File: config.mk
export PLATFORM = sky130hd
export DESIGN_NAME = motion_profile_pd_drive_core
export DESIGN_NICKNAME = d
export VERILOG_FILES = /design/src/hdl/mppd_pkg.sv /design/src/hdl/mppd_csr.sv /design/src/hdl/mppd_mul.sv /design/src/hdl/motion_profile_pd_drive_core.sv
export SDC_FILE = /design/constraint.sdc
export NUM_CORES = 2
export LEC_CHECK = 0
export BUFFER_PORTS_ARGS = -buffer_cell sky130_fd_sc_hd__buf_2
export CAP_MARGIN = 20
export CORE_AREA = 3 3 390 392
export DETAILED_ROUTE_END_ITERATION = 12
export DIE_AREA = 0 0 393 395
export PLACE_DENSITY = 0.75
export SYNTH_ARGS = -nofsm -noshare
export SYNTH_HDL_FRONTEND = slang
export SYNTH_SLANG_ARGS = --single-unit
export TNS_END_PERCENT = 1
File: constraint.sdc
create_clock -name clock -period 28.6 [get_ports clock]
set_input_delay 1.43 -clock clock [delete_from_list [all_inputs] [get_ports clock]]
set_output_delay 1.43 -clock clock [all_outputs]
set_load 0.1 [all_outputs]
File: src/hdl/mppd_pkg.sv
`timescale 1ns / 1ps
package mppd_pkg;

   localparam int CSR_INDEX_W = 4;
   localparam int CSR_DATA_W  = 16;
   localparam int MUL_A_W     = 17;
   localparam int MUL_B_W     = 36;
   localparam int MUL_P_W     = MUL_A_W + MUL_B_W;

   localparam logic [CSR_INDEX_W-1:0] REG_FWD_P   = 4'd0;
   localparam logic [CSR_INDEX_W-1:0] REG_FWD_D   = 4'd1;
   localparam logic [CSR_INDEX_W-1:0] REG_TURN_P  = 4'd2;
   localparam logic [CSR_INDEX_W-1:0] REG_TURN_D  = 4'd3;
   localparam logic [CSR_INDEX_W-1:0] REG_WALL_P  = 4'd4;
   localparam logic [CSR_INDEX_W-1:0] REG_WALL_D  = 4'd5;
   localparam logic [CSR_INDEX_W-1:0] REG_FWD_ACC = 4'd6;
   localparam logic [CSR_INDEX_W-1:0] REG_FWD_DEC = 4'd7;

   typedef struct packed {
      logic [15:0] fwd_p;
      logic [15:0] fwd_d;
      logic [15:0] turn_p;
      logic [15:0] turn_d;
      logic [15:0] wall_p;
      logic [15:0] wall_d;
      logic [15:0] fwd_acc;
      logic [15:0] fwd_dec;
   } csr_type;

endpackage

File: src/hdl/mppd_csr.sv
`timescale 1ns / 1ps
module mppd_csr (
   input  logic                               clock,
   input  logic                               reset,
   input  logic                               csr_write,
   input  logic [mppd_pkg::CSR_INDEX_W-1:0]   csr_index,
   input  logic [mppd_pkg::CSR_DATA_W-1:0]    csr_data,
   output mppd_pkg::csr_type                  regs
);
   import mppd_pkg::*;

   csr_type regs_ff;
   csr_type regs_in;

   always_comb begin
      regs_in = regs_ff;
      if (csr_write) begin
         case (csr_index)
            REG_FWD_P:   regs_in.fwd_p   = csr_data;
            REG_FWD_D:   regs_in.fwd_d   = csr_data;
            REG_TURN_P:  regs_in.turn_p  = csr_data;
            REG_TURN_D:  regs_in.turn_d  = csr_data;
            REG_WALL_P:  regs_in.wall_p  = csr_data;
            REG_WALL_D:  regs_in.wall_d  = csr_data;
            REG_FWD_ACC: regs_in.fwd_acc = csr_data;
            REG_FWD_DEC: regs_in.fwd_dec = csr_data;
            default:     regs_in = regs_ff;
         endcase
      end
   end

   always_ff @(posedge clock) begin
      if (reset) begin
         regs_ff.fwd_p   <= 16'd243;
         regs_ff.fwd_d   <= 16'd2560;
         regs_ff.turn_p  <= 16'd205;
         regs_ff.turn_d  <= 16'd4352;
         regs_ff.wall_p  <= 16'd218;
         regs_ff.wall_d  <= 16'd1792;
         regs_ff.fwd_acc <= 16'd256;
         regs_ff.fwd_dec <= 16'd512;
      end else begin
         regs_ff <= regs_in;
      end
   end

   assign regs = regs_ff;

endmodule

File: src/hdl/mppd_mul.sv
`timescale 1ns / 1ps
module mppd_mul (
   input  logic                                clock,
   input  logic signed [mppd_pkg::MUL_A_W-1:0] op_a,
   input  logic signed [mppd_pkg::MUL_B_W-1:0] op_b,
   output logic signed [mppd_pkg::MUL_P_W-1:0] prod
);
   import mppd_pkg::*;

   logic signed [MUL_P_W-1:0] prod_ff;
   logic signed [MUL_P_W-1:0] prod_in;

   assign prod_in = MUL_P_W'(op_a) * MUL_P_W'(op_b);

   always_ff @(posedge clock) begin
      prod_ff <= prod_in;
   end

   assign prod = prod_ff;

endmodule

File: src/hdl/motion_profile_pd_drive_core.sv
`timescale 1ns / 1ps
// channel   dir   handshake             payload
// req_      in    req_valid/req_stall   counts, gyro, ir levels, targets
// rsp_      out   rsp_valid/rsp_stall   left/right drive, ramped speeds
// csr_      in    csr_write             csr_index, csr_data
//
// each item is accepted, then runs 12 steps of the shared multiplier
// sequencer; a finished result sits in the output register so the next item
// can start while it waits, but the last step holds while rsp_stall keeps
// the previous result. synchronous active-high reset clears all loop state.
module motion_profile_pd_drive_core #(
   parameter int TURN_ACCEL_STEP = 256,
   parameter int TURN_DECEL_STEP = 256,
   parameter int WALL_MIX_WEIGHT = 0,
   parameter int GYRO_RECIP_Q16  = -293
) (
   input  logic                              clock,
   input  logic                              reset,
   input  logic                              csr_write,
   input  logic [mppd_pkg::CSR_INDEX_W-1:0]  csr_index,
   input  logic [mppd_pkg::CSR_DATA_W-1:0]   csr_data,
   input  logic                              req_valid,
   output logic                              req_stall,
   input  logic signed [31:0]                req_left_count,
   input  logic signed [31:0]                req_right_count,
   input  logic signed [15:0]                req_gyro_rate,
   input  logic [7:0]                        req_ir_left_level,
   input  logic [7:0]                        req_ir_right_level,
   input  logic signed [15:0]                req_target_forward,
   input  logic signed [15:0]                req_target_turn,
   output logic                              rsp_valid,
   input  logic                              rsp_stall,
   output logic signed [15:0]                rsp_left_drive,
   output logic signed [15:0]                rsp_right_drive,
   output logic signed [23:0]                rsp_forward_speed_now,
   output logic signed [23:0]                rsp_turn_speed_now
);
   import mppd_pkg::*;

   typedef enum logic [1:0] {
      ST_IDLE = 2'b01,
      ST_RUN  = 2'b10
   } state_type;

   localparam logic [3:0] STEP_GYRO  = 4'd0;
   localparam logic [3:0] STEP_FERR  = 4'd1;
   localparam logic [3:0] STEP_FP    = 4'd2;
   localparam logic [3:0] STEP_FD    = 4'd3;
   localparam logic [3:0] STEP_RP    = 4'd4;
   localparam logic [3:0] STEP_RD    = 4'd5;
   localparam logic [3:0] STEP_WP    = 4'd6;
   localparam logic [3:0] STEP_WD    = 4'd7;
   localparam logic [3:0] STEP_MIXR  = 4'd8;
   localparam logic [3:0] STEP_MIXW  = 4'd9;
   localparam logic [3:0] STEP_MIX   = 4'd10;
   localparam logic [3:0] STEP_OUT   = 4'd11;

   function automatic logic signed [23:0] ramp(input logic signed [23:0] s,
                                               input logic signed [23:0] t,
                                               input logic [15:0] acc,
                                               input logic [15:0] dec);
      logic signed [25:0] n;
      logic signed [25:0] tw;
      n  = 26'(s);
      tw = 26'(t);
      if (s < t) begin
         n = n + $signed({10'd0, (s >= 0) ? acc : dec});
         if (n > tw) n = tw;
      end else if (s > t) begin
         n = n - $signed({10'd0, (s > 0) ? dec : acc});
         if (n < tw) n = tw;
      end
      return n[23:0];
   endfunction

   function automatic logic signed [31:0] sat32(input logic signed [42:0] v);
      logic signed [31:0] r;
      if (v > 43'sd2147483647) r = 32'sh7fffffff;
      else if (v < -43'sd2147483648) r = 32'sh80000000;
      else r = v[31:0];
      return r;
   endfunction

   function automatic logic signed [15:0] sat16(input logic signed [37:0] v);
      logic signed [15:0] r;
      if (v > 38'sd32767) r = 16'sh7fff;
      else if (v < -38'sd32768) r = 16'sh8000;
      else r = v[15:0];
      return r;
   endfunction

   csr_type regs;

   state_type state_ff, state_in;
   logic [3:0] step_ff, step_in;
   logic rsp_valid_ff, rsp_valid_in;
   logic out_load;
   logic accept;

   logic [31:0]        lc_ff, rc_ff, prev_l_ff, prev_r_ff;
   logic signed [15:0] gyro_ff, tf_ff, tt_ff;
   logic [7:0]         irl_ff, irr_ff;

   logic signed [23:0] spd_f_ff, spd_f_in, spd_r_ff, spd_r_in;
   logic signed [31:0] err_f_ff, err_f_in, err_r_ff, err_r_in;
   logic signed [31:0] last_f_ff, last_f_in, last_r_ff, last_r_in;
   logic signed [9:0]  ewall_ff, ewall_in, last_w_ff, last_w_in;
   logic signed [32:0] sum_ff, sum_in, dif_ff, dif_in;
   logic signed [24:0] fb_ff, fb_in;
   logic signed [MUL_P_W-1:0] acc_ff, acc_in;
   logic signed [33:0] pf_ff, pf_in, pr_ff, pr_in, pw_ff, pw_in;
   logic signed [43:0] mix_ff, mix_in;
   logic signed [15:0] left_ff, left_in, right_ff, right_in;
   logic signed [23:0] out_f_ff, out_f_in, out_r_ff, out_r_in;

   logic signed [MUL_A_W-1:0] op_a;
   logic signed [MUL_B_W-1:0] op_b;
   logic signed [MUL_P_W-1:0] prod;
   logic signed [MUL_P_W:0]   psum;
   logic signed [MUL_P_W:0]   psum_t16, psum_t8;
   logic signed [32:0]        dl, dr;
   logic signed [9:0]         irl_s, irr_s;
   logic signed [45:0]        fwd256, ldiff, rdiff;
   logic signed [45:0]        ltr, rtr;

   mppd_csr u_csr (
      .clock     (clock),
      .reset     (reset),
      .csr_write (csr_write),
      .csr_index (csr_index),
      .csr_data  (csr_data),
      .regs      (regs)
   );

   mppd_mul u_mul (
      .clock (clock),
      .op_a  (op_a),
      .op_b  (op_b),
      .prod  (prod)
   );

   assign req_stall = (state_ff != ST_IDLE);
   assign accept    = req_valid && !req_stall;
   assign out_load  = (state_ff == ST_RUN) && (step_ff == STEP_OUT) &&
                      (!rsp_valid_ff || !rsp_stall);

   always_comb begin
      op_a = '0;
      op_b = '0;
      case (step_ff)
         STEP_GYRO: begin
            op_a = MUL_A_W'(GYRO_RECIP_Q16);
            op_b = MUL_B_W'(gyro_ff);
         end
         STEP_FP: begin
            op_a = $signed({1'b0, regs.fwd_p});
            op_b = MUL_B_W'(err_f_ff);
         end
         STEP_FD: begin
            op_a = $signed({1'b0, regs.fwd_d});
            op_b = MUL_B_W'(dif_ff);
         end
         STEP_RP: begin
            op_a = $signed({1'b0, regs.turn_p});
            op_b = MUL_B_W'(err_r_ff);
         end
         STEP_RD: begin
            op_a = $signed({1'b0, regs.turn_d});
            op_b = MUL_B_W'(dif_ff);
         end
         STEP_WP: begin
            op_a = $signed({1'b0, regs.wall_p});
            op_b = MUL_B_W'(ewall_ff);
         end
         STEP_WD: begin
            op_a = $signed({1'b0, regs.wall_d});
            op_b = MUL_B_W'(dif_ff);
         end
         STEP_MIXR: begin
            op_a = MUL_A_W'(256 - WALL_MIX_WEIGHT);
            op_b = MUL_B_W'(pr_ff);
         end
         STEP_MIXW: begin
            op_a = MUL_A_W'(WALL_MIX_WEIGHT);
            op_b = MUL_B_W'(pw_ff);
         end
         default: begin
            op_a = '0;
            op_b = '0;
         end
      endcase
   end

   assign psum     = (MUL_P_W+1)'(acc_ff) + (MUL_P_W+1)'(prod);
   assign psum_t16 = (psum + (psum < 0 ? (MUL_P_W+1)'(65535) : '0)) >>> 16;
   assign psum_t8  = (psum + (psum < 0 ? (MUL_P_W+1)'(255) : '0)) >>> 8;

   assign dl = 33'($signed(lc_ff - prev_l_ff));
   assign dr = 33'($signed(rc_ff - prev_r_ff));
   assign irl_s = $signed({2'b00, irl_ff});
   assign irr_s = $signed({2'b00, irr_ff});

   assign fwd256 = 46'(pf_ff) <<< 8;
   assign ldiff  = fwd256 - 46'(mix_ff);
   assign rdiff  = fwd256 + 46'(mix_ff);
   assign ltr    = (ldiff + (ldiff < 0 ? 46'sd255 : 46'sd0)) >>> 8;
   assign rtr    = (rdiff + (rdiff < 0 ? 46'sd255 : 46'sd0)) >>> 8;

   always_comb begin
      state_in  = state_ff;
      step_in   = step_ff;
      spd_f_in  = spd_f_ff;
      spd_r_in  = spd_r_ff;
      err_f_in  = err_f_ff;
      err_r_in  = err_r_ff;
      last_f_in = last_f_ff;
      last_r_in = last_r_ff;
      last_w_in = last_w_ff;
      ewall_in  = ewall_ff;
      sum_in    = sum_ff;
      dif_in    = dif_ff;
      fb_in     = fb_ff;
      acc_in    = acc_ff;
      pf_in     = pf_ff;
      pr_in     = pr_ff;
      pw_in     = pw_ff;
      mix_in    = mix_ff;
      left_in   = left_ff;
      right_in  = right_ff;
      out_f_in  = out_f_ff;
      out_r_in  = out_r_ff;
      rsp_valid_in = rsp_valid_ff && rsp_stall;
      case (state_ff)
         ST_IDLE: begin
            if (accept) begin
               state_in = ST_RUN;
               step_in  = STEP_GYRO;
            end
         end
         ST_RUN: begin
            step_in = step_ff + 4'd1;
            case (step_ff)
               STEP_GYRO: begin
                  sum_in   = dl + dr;
                  spd_f_in = ramp(spd_f_ff, {tf_ff, 8'd0}, regs.fwd_acc, regs.fwd_dec);
                  if (irl_ff > 8'd170 || irr_ff > 8'd185)
                     ewall_in = (irl_ff > irr_ff) ? (10'sd215 - irl_s) : (irr_s - 10'sd225);
                  else
                     ewall_in = '0;
               end
               STEP_FERR: begin
                  fb_in    = prod[32:8];
                  spd_r_in = ramp(spd_r_ff, {tt_ff, 8'd0}, 16'(TURN_ACCEL_STEP),
                                  16'(TURN_DECEL_STEP));
                  err_f_in = sat32(43'(err_f_ff) + 43'(spd_f_ff) - (43'(sum_ff) <<< 8));
               end
               STEP_FP: begin
                  err_r_in = sat32(43'(err_r_ff) + 43'(spd_r_ff) - 43'(fb_ff));
                  dif_in   = 33'(err_f_ff) - 33'(last_f_ff);
               end
               STEP_FD: begin
                  acc_in    = prod;
                  last_f_in = err_f_ff;
                  dif_in    = 33'(err_r_ff) - 33'(last_r_ff);
               end
               STEP_RP: begin
                  pf_in = psum_t16[33:0];
               end
               STEP_RD: begin
                  acc_in    = prod;
                  last_r_in = err_r_ff;
                  dif_in    = 33'(ewall_ff - last_w_ff);
               end
               STEP_WP: begin
                  pr_in = psum_t16[33:0];
               end
               STEP_WD: begin
                  acc_in    = prod;
                  last_w_in = ewall_ff;
               end
               STEP_MIXR: begin
                  pw_in = psum_t8[33:0];
               end
               STEP_MIXW: begin
                  acc_in = prod;
               end
               STEP_MIX: begin
                  mix_in = psum[43:0];
               end
               STEP_OUT: begin
                  step_in = step_ff;
                  if (out_load) begin
                     left_in      = sat16(ltr[37:0]);
                     right_in     = sat16(rtr[37:0]);
                     out_f_in     = spd_f_ff;
                     out_r_in     = spd_r_ff;
                     rsp_valid_in = 1'b1;
                     state_in     = ST_IDLE;
                     step_in      = STEP_GYRO;
                  end
               end
               default: step_in = STEP_GYRO;
            endcase
         end
         default: state_in = ST_IDLE;
      endcase
   end

   always_ff @(posedge clock) begin
      if (reset) begin
         state_ff     <= ST_IDLE;
         step_ff      <= STEP_GYRO;
         rsp_valid_ff <= 1'b0;
         prev_l_ff    <= '0;
         prev_r_ff    <= '0;
         spd_f_ff     <= '0;
         spd_r_ff     <= '0;
         err_f_ff     <= '0;
         err_r_ff     <= '0;
         last_f_ff    <= '0;
         last_r_ff    <= '0;
         last_w_ff    <= '0;
      end else begin
         state_ff     <= state_in;
         step_ff      <= step_in;
         rsp_valid_ff <= rsp_valid_in;
         spd_f_ff     <= spd_f_in;
         spd_r_ff     <= spd_r_in;
         err_f_ff     <= err_f_in;
         err_r_ff     <= err_r_in;
         last_f_ff    <= last_f_in;
         last_r_ff    <= last_r_in;
         last_w_ff    <= last_w_in;
         if (state_ff == ST_RUN && step_ff == STEP_GYRO) begin
            prev_l_ff <= lc_ff;
            prev_r_ff <= rc_ff;
         end
      end
   end

   always_ff @(posedge clock) begin
      if (accept) begin
         lc_ff   <= req_left_count;
         rc_ff   <= req_right_count;
         gyro_ff <= req_gyro_rate;
         irl_ff  <= req_ir_left_level;
         irr_ff  <= req_ir_right_level;
         tf_ff   <= req_target_forward;
         tt_ff   <= req_target_turn;
      end
      ewall_ff <= ewall_in;
      sum_ff   <= sum_in;
      dif_ff   <= dif_in;
      fb_ff    <= fb_in;
      acc_ff   <= acc_in;
      pf_ff    <= pf_in;
      pr_ff    <= pr_in;
      pw_ff    <= pw_in;
      mix_ff   <= mix_in;
      left_ff  <= left_in;
      right_ff <= right_in;
      out_f_ff <= out_f_in;
      out_r_ff <= out_r_in;
   end

   assign rsp_valid             = rsp_valid_ff;
   assign rsp_left_drive        = left_ff;
   assign rsp_right_drive       = right_ff;
   assign rsp_forward_speed_now = out_f_ff;
   assign rsp_turn_speed_now    = out_r_ff;

endmodule

==> flow_summary.yaml <==
route:
  postRouteAntennaNets: 0
  via_count: 67700
  finalWirelength_mm: 257
  avgViaCountPerCell: 6.00
  drc_errors: 0
  drtIter0Drc: 6400
  firstDrtPassIters: 6
  routedWlPerCell_um: 22.8
floorplan:
  io_pins: 235
  start_util_pct: 54.7
  die-width_um: 393
  rows: 142
  dieArea_mm2: 0.155
  core_mm2: 0.149
  die_h_um: 395
cts:
  h-tree-depth: 3
  cts_buffers: 102
  ctsResizeCount: 0
  clock_path_buffers: 3
  cts_root_buffer: "clkbuf_16"
  clock_latency_ns: 0.76
  cts_tree: "yes"
  cts_hold_buf: 0
  clock_sinks: 928
  cts.clk_slew.worst_paths_ns: 0.06
  postCtsSetupBuffers: 0
synth:
  synth_area_leader_cell: "edfxtp_1"
  ys_types: 109
  synth_area_leaders: "edfxtp_1 (18%), fa_1 (15%), dfxtp_1 (11%)"
  synth.area.mux_share_pct: 0.648
  syn-mean-instance-area_um2: 8.94
  synth_top_area_share_pct: 18.4
  synth_fa_ha_area_share_pct: 25.8
  synth_compound_area_share_pct: 15.8
  synth_most_common_cell: "inv_1"
  synth_edf_count: 499
  synth_top_family_by_area: "adder cells"
  async_flop_share_pct: 0
  synth_common_cells: "inv_1 (1210), nand2_1 (1065), nor2_1 (784), ha_1 (678), a21oi_1 (661)"
  synth_cells: 9135
  netlist_area_mm2: 0.0816
  ys_seq_elements: 928
  synthSimpleGateAreaFrac_pct: 16.2
  synthXorXnorAreaFrac_pct: 5.46
  synthFlopType: "edfxtp_1"
  ys_warn_count: 0
  seq_area_frac_synth_pct: 28.9
global_route:
  gr-total-overflow: 0
  grt_pass1_wl_mm: 394
  grt_max_degree: 119
  antenna_found_initial: 10
  grt_pass1_vias: 66800
  track_usage_pct: 33.0
placed_design:
  pre_cts_ws_ns: 18.10
  gp_congestion: 1.03
  io_buffers: 226
  post-dp-hpwl_mm: 201
sta:
  timing.hold.ws_ns: 0.448
  setup_viol: 0
  final_max_slew_viol_count: 0
  fmax_mhz: 93.6
  period_minus_slack_ns: 10.68
  relSlewSlack_pct: 18.0
  grt_setup_unrepaired: "false"
  fin_crit_sh_pct: 37.3
  hold_violations: 0
  final.setup_skew_ns: 0.0657
  tightest_slew_ns: 1.21
  setup_ws_ns: 17.92
  finalSetupTns_ns: 0
critical_path:
  crit_arrival_ns: 11.27
  worstSetupEndpointType: "flip-flop"
  critPathMaxStageDelay_ns: 0.89
  path_class: "reg -> reg"
  crit_family: "adder cells"
  startpoint_type: "flip-flop"
  crit_path_max_fanout: 59
  crit_path_top_delay_cell: "a211oi_2"
  crit_required_ns: 29.19
  crit_top_cell: "fa_1"
  path_buf_inv: 5
worst_hold_path:
  hp-class: "reg -> reg"
job:
  max-cap-violations: 0
cells_and_area:
  drive_above_1_share_pct: 7.08
  area_delta_synth_final_pct: 8.72
  nNetsFinal: 10700
  post-route-util_pct: 59.5
outcome:
  status: "finished clean"
-- cell families after synthesis --
logic type	Yosys count
XOR/XNOR	509
multiplexers	50
other	1
AND/OR/NAND/NOR	2860
buffers and inverters	1554
flip-flops	928
adder cells (fa/ha/maj)	1307
AO/OA/AOI/OAI	1926
-- cells in the final DEF (no fill, tap or decap), types with 48 or more instances in the layout --
cell	count
a22oi_1	61
a21oi_1	658
nand4_1	72
and3_1	71
nand2_1	1063
xnor2_1	388
fa_1	629
xor2_1	121
a31oi_1	48
buf_2	225
buf_4	119
o21bai_1	56
nor2_1	781
nand2b_1	105
a211oi_1	132
o21ai_0	215
ha_1	678
nand3_1	164
inv_1	1208
nor3_1	159
o21a_1	103
dfxtp_1	429
edfxtp_1	499
clkbuf_16	106
nor2b_1	103
a21o_1	163
or3_1	62
-- through the flow --
stage               std cells  cell area, um^2
floorplan                9143            81700
global placement        11100            85100
CTS                     11300            88600
detailed placement      11100            85100
global route            11300            88800
finish                  11300            88800
-- final timing paths --
| check | start | end | slack, ns | cells after the start |
|---|---|---|---|---|
| setup / recovery | step_ff[1]$_SDFFE_PP0P_ | u_mul.prod[50]$_DFF_P_ | 17.92 | 33 |
| hold reg to reg | u_mul.prod[41]$_DFF_P_ | acc_ff[41]$_DFFE_PP_ | 0.45 | 0 |
| hold / removal | u_mul.prod[41]$_DFF_P_ | acc_ff[41]$_DFFE_PP_ | 0.45 | 0 |
| setup reg to reg | step_ff[1]$_SDFFE_PP0P_ | u_mul.prod[50]$_DFF_P_ | 17.92 | 33 |
-- area by class of cell --
type | instances | area, um^2
fillers | 12800 | 60500
multi-input cells | 6661 | 52500
flip-flops and latches | 928 | 23600
inverters | 1216 | 4570
clock buffers | 144 | 2910
well taps | 1944 | 2430
repair buffers | 350 | 2120
clock inverters | 46 | 664
diodes | 2 | 5.00
-- routing by layer --
metal,track usage (%),vias up,part of all wire (%)
met3,6.93,562,9.2
met4,15.7,0,5.8
met1,44.0,32900,41
li1,-,31400,-
met2,51.2,2897,44
met5,0,-,0
-- state kept, by name, indices dropped and copies added (netlist names), 32 cells and up --
signal	cells
u_csr.regs	128
acc_ff	53
u_mul.prod	53
mix_ff	44
pf_ff	34
pr_ff	34
pw_ff	34
dif_ff	33
sum_ff	33
err_f_ff	32
err_r_ff	32
last_f_ff	32
last_r_ff	32
lc_ff	32
prev_l_ff	32
prev_r_ff	32
rc_ff	32
Power is not shown: default switching activity piles up to over one toggle a cycle in this logic, so the estimate is an artifact.
